File: config.mk
export PLATFORM = sky130hd
export DESIGN_NAME = move_to_front_list_top
export DESIGN_NICKNAME = d
export VERILOG_FILES = /design/src/sv/mtf_pkg.sv /design/src/sv/move_to_front_list_top.sv /design/src/sv/mtf_ram.sv /design/src/sv/mtf_cmp.sv
export SDC_FILE = /design/constraint.sdc
export NUM_CORES = 1
export LEC_CHECK = 0
export BUFFER_PORTS_ARGS = -buffer_cell sky130_fd_sc_hd__clkbuf_2
export CORE_MARGIN = 3
export CORE_UTILIZATION = 50
export DETAILED_ROUTE_END_ITERATION = 7
export GPL_TIMING_DRIVEN = 0
export PLACE_DENSITY = 0.7
export SYNTH_ARGS = -nofsm -noshare
export SYNTH_HDL_FRONTEND = slang
export SYNTH_HIERARCHICAL = 1
export SYNTH_SLANG_ARGS = --single-unit
File: constraint.sdc
create_clock -name clk -period 14.4 [get_ports clk]
set_input_delay 1.44 -clock clk [delete_from_list [all_inputs] [get_ports clk]]
set_output_delay 1.44 -clock clk [all_outputs]
set_load 0.1 [all_outputs]
File: src/sv/mtf_pkg.sv
`default_nettype none
package mtf_pkg;

  // List capacity and derived widths
  localparam int DEPTH = 16;
  localparam int IDX_W = $clog2(DEPTH);
  localparam int CNT_W = $clog2(DEPTH + 1);
  localparam int ID_W  = 32;

  // Outcome of one scan step, from the compare unit to the sequencer
  typedef struct packed {
    logic append;  // slot is past the last valid entry: place carry here, grow list
    logic hit;     // slot holds the identifier: place carry here, stop
    logic drop;    // last slot of a full list, no match: evict its entry
  } scan_dec_t;

endpackage
`default_nettype wire

File: src/sv/move_to_front_list_top.sv
`default_nettype none
// Move-to-front list of up to DEPTH distinct 32-bit identifiers.
//
// Input channel (item_valid / item_stall): ident and end_of_list. Each
// identifier is moved to the front of the list, or inserted at the front if
// absent; on a full list the least recent entry is evicted, and dropped_any
// is flagged with the entries of the next emission.
// Output channel (entry_valid / entry_stall): after an item with end_of_list
// set, the list is sent most recent first, last_entry marks the final
// transaction, and the list and drop flag are then cleared.
//
// Timing: one compare per cycle walks the list in a RAM with one read and one
// write port. After its transaction an item holds the input stalled while the
// scan walks up to p, the match position or the current entry count (the last
// slot on a full list), so no new item is taken before that scan ends.
// Emission reads the first entry, then loads each entry and waits for it to
// be taken. When the receiver stalls, the current result transaction holds.
// Reset empties the list and clears the pending drop flag; RAM contents are
// not cleared, since only entries below the count are ever used.
module move_to_front_list_top (
  input  wire logic                            clk,
  input  wire logic                            rst,
  input  wire logic                            item_valid,
  output      logic                            item_stall,
  input  wire logic signed [mtf_pkg::ID_W-1:0] ident,
  input  wire logic                            end_of_list,
  output      logic                            entry_valid,
  input  wire logic                            entry_stall,
  output      logic signed [mtf_pkg::ID_W-1:0] entry_ident,
  output      logic                            last_entry,
  output      logic                            dropped_any
);

  typedef enum logic [2:0] {
    ST_IDLE,
    ST_SCAN,
    ST_EMIT_RD,
    ST_EMIT_LD,
    ST_EMIT_WAIT
  } state_t;

  state_t                       state;
  logic [mtf_pkg::IDX_W-1:0]    idx;
  logic [mtf_pkg::IDX_W-1:0]    ek;
  logic [mtf_pkg::CNT_W-1:0]    count;
  logic                         overflow;
  logic                         eol;
  logic [mtf_pkg::ID_W-1:0]     key;
  logic [mtf_pkg::ID_W-1:0]     carry;

  logic                         ram_we;
  logic [mtf_pkg::IDX_W-1:0]    ram_waddr;
  logic [mtf_pkg::IDX_W-1:0]    ram_raddr;
  logic [mtf_pkg::ID_W-1:0]     ram_rdata;
  mtf_pkg::scan_dec_t           dec;
  logic                         in_xfer;
  logic                         out_xfer;
  logic                         ek_last;

  assign item_stall = (state != ST_IDLE);
  assign in_xfer    = item_valid && !item_stall;
  assign out_xfer   = entry_valid && !entry_stall;
  assign ek_last    = ((mtf_pkg::CNT_W'(ek) + mtf_pkg::CNT_W'(1)) == count);

  // Write the carried identifier at the scan slot
  assign ram_we    = (state == ST_SCAN);
  assign ram_waddr = idx;

  // Read address: lead the scan by one slot, follow the emit pointer
  always_comb begin
    unique case (state)
      ST_IDLE:      ram_raddr = '0;
      ST_SCAN:      ram_raddr = idx + mtf_pkg::IDX_W'(1);
      ST_EMIT_WAIT: ram_raddr = ek + mtf_pkg::IDX_W'(1);
      default:      ram_raddr = ek;
    endcase
  end

  mtf_ram #(
    .WIDTH (mtf_pkg::ID_W),
    .DEPTH (mtf_pkg::DEPTH)
  ) u_ram (
    .clk   (clk),
    .we    (ram_we),
    .waddr (ram_waddr),
    .wdata (carry),
    .raddr (ram_raddr),
    .rdata (ram_rdata)
  );

  mtf_cmp u_cmp (
    .idx   (idx),
    .count (count),
    .entry (ram_rdata),
    .key   (key),
    .dec   (dec)
  );

  // Sequencer: scan and shift, then emit the list
  always_ff @(posedge clk) begin
    if (rst) begin
      state       <= ST_IDLE;
      count       <= '0;
      overflow    <= 1'b0;
      entry_valid <= 1'b0;
      idx         <= '0;
      ek          <= '0;
    end else begin
      unique case (state)
        ST_IDLE: begin
          if (in_xfer) begin
            key   <= ident;
            carry <= ident;
            eol   <= end_of_list;
            idx   <= '0;
            state <= ST_SCAN;
          end
        end
        ST_SCAN: begin
          if (dec.append || dec.hit || dec.drop) begin
            if (dec.append) begin
              count <= count + mtf_pkg::CNT_W'(1);
            end
            if (dec.drop) begin
              overflow <= 1'b1;
            end
            ek    <= '0;
            state <= eol ? ST_EMIT_RD : ST_IDLE;
          end else begin
            // Push the displaced entry one slot back
            carry <= ram_rdata;
            idx   <= idx + mtf_pkg::IDX_W'(1);
          end
        end
        ST_EMIT_RD: begin
          state <= ST_EMIT_LD;
        end
        ST_EMIT_LD: begin
          entry_valid <= 1'b1;
          entry_ident <= ram_rdata;
          last_entry  <= ek_last;
          dropped_any <= overflow;
          state       <= ST_EMIT_WAIT;
        end
        ST_EMIT_WAIT: begin
          if (out_xfer) begin
            entry_valid <= 1'b0;
            if (ek_last) begin
              count    <= '0;
              overflow <= 1'b0;
              state    <= ST_IDLE;
            end else begin
              ek    <= ek + mtf_pkg::IDX_W'(1);
              state <= ST_EMIT_LD;
            end
          end
        end
        default: begin
          state <= ST_IDLE;
        end
      endcase
    end
  end

endmodule
`default_nettype wire

File: src/sv/mtf_ram.sv
`default_nettype none
module mtf_ram #(
  parameter int WIDTH = 32,
  parameter int DEPTH = 16
) (
  input  wire logic                     clk,
  input  wire logic                     we,
  input  wire logic [$clog2(DEPTH)-1:0] waddr,
  input  wire logic [WIDTH-1:0]         wdata,
  input  wire logic [$clog2(DEPTH)-1:0] raddr,
  output      logic [WIDTH-1:0]         rdata
);

  logic [WIDTH-1:0] mem [DEPTH];

  // Write port and registered read port
  always_ff @(posedge clk) begin
    if (we) begin
      mem[waddr] <= wdata;
    end
    rdata <= mem[raddr];
  end

endmodule
`default_nettype wire

File: src/sv/mtf_cmp.sv
`default_nettype none
module mtf_cmp (
  input  wire logic [mtf_pkg::IDX_W-1:0] idx,
  input  wire logic [mtf_pkg::CNT_W-1:0] count,
  input  wire logic [mtf_pkg::ID_W-1:0]  entry,
  input  wire logic [mtf_pkg::ID_W-1:0]  key,
  output      mtf_pkg::scan_dec_t        dec
);

  logic at_end;
  logic match;
  logic at_last;

  // Classify the slot under the scan pointer
  assign at_end  = ({1'b0, idx} == count);
  assign match   = (entry == key);
  assign at_last = (idx == mtf_pkg::IDX_W'(mtf_pkg::DEPTH - 1));

  always_comb begin
    dec = '0;
    priority if (at_end) begin
      dec.append = 1'b1;
    end else if (match) begin
      dec.hit = 1'b1;
    end else if (at_last) begin
      dec.drop = 1'b1;
    end else begin
      // Keep scanning: no decision at this slot
      dec = '0;
    end
  end

endmodule
`default_nettype wire

After elaboration in Yosys (flattened, before gate mapping)
Memory sizes are Yosys's and may differ from the RTL's. A register that Yosys moved wholly into a read port is not among the register bits.
Index checks and enable logic that the tools add are counted.
{"block": "totals", "input_bits": 37, "word_cells": 90, "mem_count": 1, "output_inout_bits": 36, "regBits": 117, "mem_bits_rw": 512}
{"name": "u_ram.mem", "words": 16, "width": 32, "read_ports": 1, "rd_clocked_by_memory_dff": 1, "write_ports": 1, "line_no": "mtf_ram.sv:14", "text": "logic [WIDTH-1:0] mem [DEPTH];"}
{"block": "classes", "mux": 36, "n_addsub": 4, "n_eq_ne": 16, "bitwise": 1, "n_reduce_logical": 20}
{"cell": "$mux 32", "count": 2}
{"cell": "$pmux 32 s2", "count": 1}
{"cell": "$eq 32x32->1", "count": 1}
{"cell": "$mux 4", "count": 5}
{"cell": "$mux 5", "count": 4}
{"cell": "$pmux 4 s2", "count": 2}
{"cell": "$pmux 3 s5", "count": 1}
{"cell": "$pmux 4 s3", "count": 1}
{"cell": "$mux 1", "count": 11}
{"cell": "$ne 2x2->1 const B", "count": 5}
{"cell": "$pmux 5 s2", "count": 1}
{"cell": "$reduce_and 5->1", "count": 2}
{"cell": "$mux 3", "count": 3}
{"cell": "$reduce_and 3->1", "count": 3}
{"cell": "$add 4x1->4 const B", "count": 2}
{"cell": "$reduce_and 4->1", "count": 2}
{"cell": "$eq 3x2->1 const B", "count": 2}
{"cell": "$mux 2", "count": 3}
{"cell": "$ne 2x1->1 const B", "count": 3}
{"cell": "$reduce_bool 2->1", "count": 3}
{"cell": "$add 4x1->5 const B", "count": 1}
{"cell": "$add 5x1->5 const B", "count": 1}
{"cell": "$eq 4x5->1", "count": 1}
{"cell": "$eq 5x5->1", "count": 1}
{"cell": "11 further kinds", "count": 16}

Longest topological paths before layout
Gate-level depths: netlist of run 1.
{"block": "depth", "word_depth": 8, "mapped_depth": 11}

Modules after synthesis
The synthesis of run 1 kept the hierarchy.
{"mod": "mtf_ram", "cells_each": 838, "area_per_inst_um2": 19835.3, "instances": 1}
{"mod": "move_to_front_list_top", "cells_each": 355, "area_per_inst_um2": 4540.6, "instances": 1}
{"mod": "mtf_cmp", "cells_each": 55, "area_per_inst_um2": 427.9, "instances": 1}

Worst setup path after synthesis of run 1
OpenSTA, ideal clock, no wires.
{"block": "synth_timing", "kind": "register to register", "startpoint": "register state[2]", "endpoint": "memory u_ram.mem[0][0] (enable)", "period_less_slack_ps": 4570, "slack_ps": 9830, "required_time_ps": 13939, "n_path_buf": 2, "t_arrival_ps": 4109, "setup_ps": 461, "stages_incl_launch_ff": 7, "cell_sequence": "dfxtp_1 or3b_2 buf_2 inv_1 clkbuf_1 or3b_2 nor3_1"}
{"block": "synth_between", "elab_chain_len": 3}
{"item": "start, declared", "line_no": "move_to_front_list_top.sv:42", "text": "state_t state;"}
{"item": "start signal, assigned", "line_no": "move_to_front_list_top.sv:128", "text": "state <= eol ? ST_EMIT_RD : ST_IDLE;"}
{"item": "$eq 3x1->1", "line_no": "move_to_front_list_top.sv:66", "text": "assign ram_we = (state == ST_SCAN);"}
{"item": "net ram_we", "line_no": "move_to_front_list_top.sv:51", "text": "logic ram_we;"}
{"item": "$mux 1", "line_no": "mtf_ram.sv:18", "text": "if (we) begin"}
{"item": "$mux 1 (implied by the code)", "line_no": "mtf_ram.sv:19", "text": "mem[waddr] <= wdata;"}
{"item": "end, declared", "line_no": "mtf_ram.sv:14"}
The timed path passes the listed nets, and every way through them passes these cells.

==> metrics.md, run 1 <==
| Metric | Value |
|---|---|
| Peak VDD IR | 0.111 mV |
| Count of pins over their slew limit | 0 |
| Sequential-to-total area share from yosys stat | 0.780 |
| CTS Hold Bufs | 0 |
| Setup Skew | 0.0266 ns |
| Clock buffer depth | 3 |
| Max-cap viol count | 0 |
| # Post-CTS Setup Buffers | 0 |
| Layout cells sized above 1 | 0.258 |
| Largest net degree at the start of global routing | 25 |
| Yosys cell types | 52 |
| Fmax | between 0.2 and 0.25 GHz |
| Slew @ Worst Pin | around 1.2 ns |
| Fin. Hold Viols | 0 |
| First-pass GRT wire length | roughly 86 mm |
| Multi-input logic area | 0.00527 mm^2 |
| Initial antenna violation count | 0 |
| Hold path start | overflow |
| # nets final | 1,462 |
| Status | completed |
| CTS H-tree depth | 3 |
| Top Ports | between 70 and 80 |
| Post-CTS sizing | 0 |
| Synth top cells by count | edfxtp_1 (611), nand2_1 (141), mux4_2 (128), a22oi_1 (65), dfxtp_1 (50) |
| Total GRT Usage | 0.227 |
| Crit path largest cell delay | about 0.86 ns |
| Rel. slew slack | 0.192 |
| Post-synth ARST share | 0 |
| First-pass DRT Iterations | 7 |
| Crit path buf inv count | 1 |
| Core area | roughly 0.048 mm^2 |
| DIE AREA | 0.0523 mm^2 |
| # DRC | 0 |
| Crit path max-delay family | simple AND/OR/NAND/NOR gates |
| N_diodes | 0 |
| Layout area overhead | 15.8% |
| Yosys top cell by area | edfxtp_1 |
| Die W | between 200 and 250 um |
| Row count | 80 |
| Worst r2r src | key[27] |
| Yosys reg bits | around 660 |
| Crit-path slowest cell | nor4_1 |
| Most frequent cell after synthesis | edfxtp_1 |
| CP arrival | 4.61 ns |
| Fin crit period | roughly 4.3 ns |
| Max FO, Critical Path | 19 |
| Initial Utilization | 0.513 |
| Area fraction of the dominant cell type after synthesis | 0.740 |
| Worst Hold Class | flip-flop to flip-flop |
| CP Launch Type | flip-flop |
| Area post-placement | between 0.02 and 0.03 mm^2 |
| Post-synthesis cell count | 1,248 |
| Largest cells by area after synthesis | edfxtp_1 (74%), mux4_2 (12%), dfxtp_1 (4.0%) |
| CTS sink cnt | between 600 and 700 |
| Mapped Area | 0.0248 mm^2 |
| R2R setup slack | slightly above 10 ns |
| Unrepaired setup endpoints after global routing | no |
| Initial DRC Count | about 1,800 |
| Syn nets | roughly 1,300 |
| Critical Path Source | key[27] |
| Final ANT Viol Nets | 0 |
| Period utilisation layout | 0.300 |
| Register area | ~0.019 mm^2 |
| Routed via count | approximately 13,000 |
| PwrDens | 144 mW/mm^2 |
| Critical path type | flip-flop to flip-flop |
| Grt ovf | 0 |
| GP Congestion | between 0.8 and 0.9 |
| Cells along the critical path | xnor2_1 > nand4_1 > nor4_1 > a211oi_1 > nor4_4 > a21oi_1 > nor2_4 > buf_16 |
| TritonCTS clock tree | done |
| WL/cell | 27.3 um |
| WL final | approximately 58 mm |
| IO Port Bufs | 72 |
| Leakage | 9.28 nW |
| CP endpoint kind | flip-flop |
| Vias in the first global route | 12,900 |
| Post-DP HPWL | roughly 37 mm |
| Root buf cell | clkbuf_16 |
| Die Y | around 230 um |
| Ys Warns | 6 |
| Post-route setup TNS | 0 ns |
| Worst EP required | 14.69 ns |
| Worst-Skew Late Latency | around 0.60 ns |
| EDFF count, synth | 611 |
| Most used DFF post-synth | edfxtp_1 |
| Final setup fails | 0 |
| CTS buffer count | 67 |
| Syn avg cell area | between 15 and 20 um^2 |
| Number of vias per cell | approximately 6.0 |
| Final non-filler cell area | ~0.029 mm^2 |
| Clock transition at path regs | 0.06 ns |
| Filler instances | between 3,000 and 4,000 |
-- power breakdown --
| part | internal, mW | total [mW] | switching [mW] | leakage, nW |
|---|---|---|---|---|
| logic | 0.119 | 0.278 | 0.159 | 2.30 |
| registers | 2.16 | 2.21 | 0.0542 | 5.94 |
| clock network | 0.942 | 1.65 | 0.705 | 1.04 |
| total | 3.22 | 4.14 | 0.918 | 9.28 |
-- per-layer routing --
metal	track usage	share of wire
met1	0.320	0.40
met2	0.342	0.47
met3	0.0689	0.11
met4	0.0724	0.027
met5	0	0
-- final timing paths --
path	end	cells past startpoint
setup / recovery	carry[14]	8
hold / removal	dropped_any	0
setup reg to reg	carry[14]	8
hold reg to reg	dropped_any	0
-- area by class of cell --
type,count,area share
plain buffers,59,0.00958
clock buffers,92,0.0656
clock inverters,30,0.00723
inverters,11,0.00144
multi-input cells,517,0.183
flip-flops and latches,661,0.674
well taps,656,0.0286
repair buffers,105,0.0307
-- layout by cell type (no fill, tap or decap), types with 13 or more instances in the layout --
cell type / Yosys / routed
mux4_2: 128 / 128
clkbuf_1: 26 / 43
xnor2_1: 36 / 36
clkinv_2: 0 / 15
nor2_4: 0 / 14
nor2_1: 37 / 23
a22oi_1: 65 / 65
clkbuf_16: 0 / 70
buf_2: 13 / 13
dfxtp_1: 50 / 50
edfxtp_1: 611 / 611
nand2_1: 141 / 141
buf_6: 0 / 16
clkbuf_2: 0 / 72
-- cell families (layout without fill, tap and decap cells) --
family          after synthesis  after routing  synth area share
compound gates              107            107            0.0319
flops                       661            661             0.780
xor+xnor                     39             39            0.0138
fa+ha+maj                     3              3           0.00151
simple gates                237            237            0.0424
mux                         131            131             0.118
buf+inv                      70            297            0.0128
-- state kept, by name, summed over array words and instances (netlist names) --
signal	flops
state	3
last_entry	1
entry_valid	1
u_ram/rdata	32
dropped_any	1
u_ram/mem	512
eol	1
entry_ident	32
idx	4
carry	32
ek	4
count	5
overflow	1
key	32
-- through the flow --
step | hold WS (ns) | util | setup slack, ns | total power [mW] | cells
global route | 0.474 | 0.594 | 9.87 | 4.27 | 2131
finish | 0.470 | 0.594 | 10.09 | 4.14 | 2131
detailed placement | 0.448 | 0.551 | 10.16 | 2.53 | 2009
CTS | 0.464 | 0.594 | 10.13 | 4.17 | 2131
floorplan | 0.409 | - | 9.83 | 2.42 | 1248
global placement | 0.449 | 0.537 | 6.53 | 2.52 | 1976
No activity file was read; power rests on OpenSTA's default activity.
==> run 2, diff against run 1 <==
PLACE_DENSITY = 0.73   (was 0.7)
clock period = 3.9 ns   (was 14.4 ns; I/O delays follow)
==> run 2 against run 1 <==
Worst setup slack got worse by 10 ns. Via count increased by 2.5%. Sequential power grew to 3.7 times the previous value. Critical path type unchanged. Highest routed layer unchanged. Utilization up 1.0 points. Sequential share of layout area fell by 1.1 points. Fmax increased by 14%. Largest power group unchanged.
==> metrics.md, run 2 (synthesis gave the netlist of run 1 again) <==
| Metric | Value |
|---|---|
| Die Y | approximately 230 um |
| Switching share of power | 0.224 |
| Crit path largest cell delay | between 0.7 and 0.8 ns |
| # DRC | 0 |
| Clock power frac | 0.400 |
| Combinational fraction of design power | 0.070 |
| Top Ports | 73 |
| Clock transition at path regs | approximately 0.060 ns |
| IO Port Bufs | between 70 and 80 |
| Post-route setup TNS | 0 ns |
| First-pass GRT wire length | 86.3 mm |
| WL final | between 50 and 60 mm |
| Post-DP HPWL | 37.0 mm |
| Root buf cell | clkbuf_16 |
| Seq pwr share | 0.530 |
| PwrDens | approximately 530 mW/mm^2 |
| Status | completed |
| Max-cap viol count | 0 |
| Top reg by flops | u_ram/mem |
| Fmax | 0.265 GHz |
| Crit-path most repeated cell | buf_2 |
| Vias in the first global route | between 10,000 and 15,000 |
| Commonest non-fill, non-tap cell in the layout | edfxtp_1 |
| Routed via count | around 13,000 |
| R2R setup slack | ~0.13 ns |
| CTS buffer count | 67 |
| First-pass DRT Iterations | 5 |
| Final ANT Viol Nets | 0 |
| Layout cells sized above 1 | 0.253 |
| Net Sw Power | around 3.5 mW |
| Grt ovf | 0 |
| # nets final | roughly 1,500 |
| Final setup fails | 0 |
| Unrepaired setup endpoints after global routing | no |
| Power Total | around 15 mW |
| Worst-Skew Late Latency | roughly 0.61 ns |
| TritonCTS clock tree | done |
| Fin. Hold Viols | 0 |
| Crit-path slowest cell | buf_1 |
| Crit path max-delay family | buffers and inverters |
| Crit path buf inv count | 6 |
| Commonest cells after routing, fill and taps aside | edfxtp_1 (611), nand2_1 (141), mux4_2 (128) |
| Initial antenna violation count | 1 |
| Worst Hold Class | primary input to flip-flop |
| Slew @ Worst Pin | about 1.3 ns |
| Initial DRC Count | ~1,500 |
| GP Congestion | between 0.8 and 0.9 |
| Number of vias per cell | ~6.1 |
| WL/cell | 27.5 um |
| Leakage | about 9.4 nW |
| Total GRT Usage | 0.227 |
| Row count | 80 |
| Layout area overhead | 17.8% |
| Peak VDD IR | around 0.33 mV |
| Setup Skew | 0.0224 ns |
| Clock buffer depth | 3 |
| Core area | roughly 0.048 mm^2 |
| Worst EP required | 4.38 ns |
| Initial Utilization | 0.513 |
| Die W | roughly 230 um |
| Hold Slack | roughly 0.022 ns |
| Largest net degree at the start of global routing | 22 |
| DIE AREA | 0.0523 mm^2 |
| CP Launch Type | flip-flop |
| Period utilisation layout | 0.966 |
| Fin crit period | between 3 and 4 ns |
| Max reg flops | approximately 510 |
| CTS sink cnt | around 660 |
| Cell Int Power | between 10 and 15 mW |
| CP endpoint kind | flip-flop |
| Count of pins over their slew limit | 0 |
| Rel. slew slack | 0.123 |
| Max FO, Critical Path | 10 |
| CP arrival | 4.25 ns |
| Critical path type | flip-flop to flip-flop |
| Cells along the critical path | or3b_2 > buf_2 > inv_1 > buf_2 > a222oi_1 > inv_1 > buf_2 > buf_1 > mux4_2 > a22oi_1 > nand2_1 |
| CTS H-tree depth | 3 |
## run 2: stage by stage
| step | worst slack [ns] | cell area [um^2] | std cells | util |
|---|---|---|---|---|
| global route | 0.00948 | 29200 | 2160 | 0.604 |
| floorplan | 0.189 | 24800 | 1248 | - |
| finish | 0.132 | 29200 | 2161 | 0.604 |
| global placement | -2.64 | 26000 | 1976 | 0.538 |
| CTS | 0.130 | 29100 | 2155 | 0.602 |
| detailed placement | -0.426 | 26700 | 2003 | 0.552 |
## run 2: repair_timing
action,in CTS,in global routing
buffers inserted,4,5
pin swaps,3,4
gates resized for setup,1,5
hold endpoints to repair,25,0
hold buffers,25,0
cloned,0,0
setup endpoints to repair,55,49
## run 2: routing by layer
layer,global-route usage,wire [um],share of wire,vias up
met5,0,0,0,-
met4,0.0750,1950,0.033,0
met3,0.0710,6470,0.11,139
met2,0.345,27700,0.47,844
met1,0.318,23200,0.39,6778
li1,-,-,-,5447
## run 2: power by group through the flow
stage	clock [mW]	sequential, mW	combinational, mW
2_1_floorplan	0	8.27	0.670
3_3_place_gp	0	8.32	0.977
3_5_place_dp	0	8.34	1.02
4_1_cts	6.25	8.19	1.07
5_1_grt	6.55	8.21	1.13
6_report	6.17	8.18	1.07
## run 2: worst paths after layout
kind / cells after the start / endpoint / from
hold reg to reg: 0 / dropped_any / overflow
setup reg to reg: 11 / u_ram/rdata[19] / state[2]
hold / removal: 1 / key[20] / ident[20]
setup / recovery: 11 / u_ram/rdata[19] / state[2]
## run 2: layout make-up
class / instances / area [um^2]
Antenna cell: 1 / 2.50
Buffer: 59 / 283
Clock buffer: 93 / 1820
Clock inverter: 30 / 307
Fill cell: 3315 / 19100
Inverter: 11 / 41.3
Multi-Input combinational cell: 517 / 5310
Sequential cell: 661 / 19300
Tap cell: 656 / 821
Timing Repair Buffer: 133 / 1280
==> run 3, diff against run 2 <==
--- a/config.mk
+++ b/config.mk
@@ -9,6 +9,5 @@
 export CORE_MARGIN = 3
-export CORE_UTILIZATION = 50
+export CORE_UTILIZATION = 56
 export DETAILED_ROUTE_END_ITERATION = 7
-export GPL_TIMING_DRIVEN = 0
-export PLACE_DENSITY = 0.73
+export PLACE_DENSITY = 0.8
 export SYNTH_ARGS = -nofsm -noshare
==> constraint.sdc (replaced) <==
create_clock -name clk -period 3.9 [get_ports clk]
set_input_delay 0.195 -clock clk [delete_from_list [all_inputs] [get_ports clk]]
set_output_delay 0.195 -clock clk [all_outputs]
set_load 0.1 [all_outputs]
==> run 3 against run 2 <==
Cell area shrank 1.0%. Worst setup slack better by 0.22 ns. Worst hold slack gained 0.15 ns. Total power rose by 2.3%. Sequential cell count unchanged. Combinational power decreased by 9%. Largest cell class unchanged.
==> metrics.md, run 3 (synthesis gave the netlist of run 1 again) <==
| Metric | Value |
|---|---|
| Status | completed |
| Worst r2r src | key[31] |
| First-pass GRT wire length | 87.8 mm |
| Row count | 76 |
| Layout cells sized above 1 | 0.259 |
| Worst-Skew Late Latency | ~0.60 ns |
| Period utilisation layout | 0.910 |
| Post-CTS sizing | 0 |
| Peak VDD IR | between 0.4 and 0.5 mV |
| R2R setup slack | around 0.35 ns |
| CTS sink cnt | around 660 |
| Max reg flops | approximately 500 |
| Crit path buf inv count | 1 |
| Initial DRC Count | between 1,500 and 2,000 |
| Layout area overhead | 16.6% |
| Number of vias per cell | around 6.4 |
| Largest net degree at the start of global routing | 43 |
| Top Ports | 73 |
| Slew @ Worst Pin | 1.08 ns |
| Commonest non-fill, non-tap cell in the layout | edfxtp_1 |
| CTS buffer count | between 60 and 70 |
| PwrDens | roughly 550 mW/mm^2 |
| Final ANT Viol Nets | 0 |
| Clock transition at path regs | 0.06 ns |
| Max-cap viol count | 0 |
| DIE AREA | about 0.047 mm^2 |
| Initial antenna violation count | 1 |
| Final setup fails | 0 |
| Total GRT Usage | 0.257 |
| Fin crit period | between 3 and 4 ns |
| Fin. Hold Viols | 0 |
| CTS H-tree depth | 3 |
| First-pass DRT Iterations | 5 |
| Rel. slew slack | 0.281 |
| WL final | just under 60 mm |
| CP arrival | approximately 3.8 ns |
| Setup Skew | 0.0279 ns |
| # DRC | 0 |
| Post-route setup TNS | 0 ns |
| Cells along the critical path | xnor2_1 > nand4_1 > nor4_1 > a211oi_1 > nor4_4 > a21oi_1 > nor2_4 > buf_12 |
| Initial Utilization | 0.571 |
| CP endpoint kind | flip-flop |
| Worst R2R End | carry[26] |
| R2R cell count | 8 |
| N_diodes | 0 |
| Critical path type | flip-flop to flip-flop |
| Crit-path slowest cell | nor4_1 |
| Crit path max-delay family | simple AND/OR/NAND/NOR gates |
| Count of pins over their slew limit | 0 |
| Crit path largest cell delay | roughly 0.84 ns |
| Post-layout util | 0.665 |
| Max FO, Critical Path | 32 |
| Leakage | roughly 9.4 nW |
| TritonCTS clock tree | done |
| Die W | 216 um |
| Worst Hold Class | primary input to flip-flop |
| Unrepaired setup endpoints after global routing | no |
| GP Congestion | between 0.8 and 0.9 |
| Root buf cell | clkbuf_16 |
| Post-DP HPWL | around 31 mm |
| Hold path cells | 2 |
| End point of the worst hold path | idx[1] |
| Core area | 0.0435 mm^2 |
| Fmax | between 0.2 and 0.3 GHz |
| Routed via count | about 13,000 |
| WL/cell | ~29 um |
| Levels on crit path | 8 |
| Commonest cells after routing, fill and taps aside | edfxtp_1 (611), nand2_1 (141), mux4_2 (128) |
| Vias in the first global route | ~13,000 |
| CP Launch Type | flip-flop |
| # nets final | between 1,000 and 1,500 |
| Die Y | between 200 and 250 um |
| Clock buffer depth | 3 |
| Hold path start | rst |
| Worst EP required | approximately 4.2 ns |
| Top reg by flops | u_ram/mem |
| Grt ovf | 0 |
| IO Port Bufs | 72 |
==> run 3: cell type report <==
type / count / area, um^2
Fill cell: 2635 / 14500
Timing Repair Buffer: 151 / 1180
Tap cell: 585 / 732
Multi-Input combinational cell: 517 / 5330
Clock buffer: 86 / 1810
Clock inverter: 34 / 483
Sequential cell: 661 / 19300
Inverter: 11 / 43.8
==> run 3: report_power, final <==
| group | switching [mW] | internal, mW |
|---|---|---|
| Sequential | 0.230 | 7.98 |
| Combinational | 0.526 | 0.451 |
| Clock | 2.68 | 3.91 |
==> run 3: how the worst max path moves through the flow <==
stage / start / to / slack, ns
after floorplan: idx[0] / carry[0] / 0.19
after global placement: idx[0] / carry[10] / 0.68
after detailed placement: state[0] / u_ram/mem[5][3] / 0.61
after CTS: key[31] / carry[4] / 0.51
after global routing: key[31] / carry[3] / 0.28
final: key[31] / carry[26] / 0.35
==> run 3: routing by layer <==
| metal | vias up | track usage | routed length (um) |
|---|---|---|---|
| met5 | - | 0 | 13 |
| met4 | 2 | 0.0906 | 2050 |
| met3 | 157 | 0.0603 | 6970 |
| met2 | 861 | 0.412 | 28300 |
| met1 | 6723 | 0.354 | 21200 |
| li1 | 5353 | - | - |
==> run 3: per-stage QoR <==
step                instances  cell area, um^2  setup slack (ns)  hold slack (ns)  power, mW
finish                   2045            28900             0.353            0.176       15.8
global placement         1891            26300             0.684            0.380       9.24
floorplan                1248            24800             0.189            0.294       8.94
detailed placement       1891            26300             0.608            0.377       9.28
global route             2045            28900             0.285            0.191       16.2
CTS                      2045            28900             0.509            0.153       15.9
==> run 3: worst reg2reg max path: cells and delay by family, from the launching register on <==
| kind | cells | cell delay, ns |
|---|---|---|
| AND/OR/NAND/NOR | 4 | 1.64 |
| AO/OA/AOI/OAI | 2 | 0.53 |
| XOR/XNOR | 1 | 0.40 |
| flip-flops | 1 | 0.38 |
| buffers and inverters | 1 | 0.25 |
==> run 3: timing repair <==
action	CTS	global route
setup buffers	0	0
hold buffers	34	0
endpoints found under the hold margin	64	0
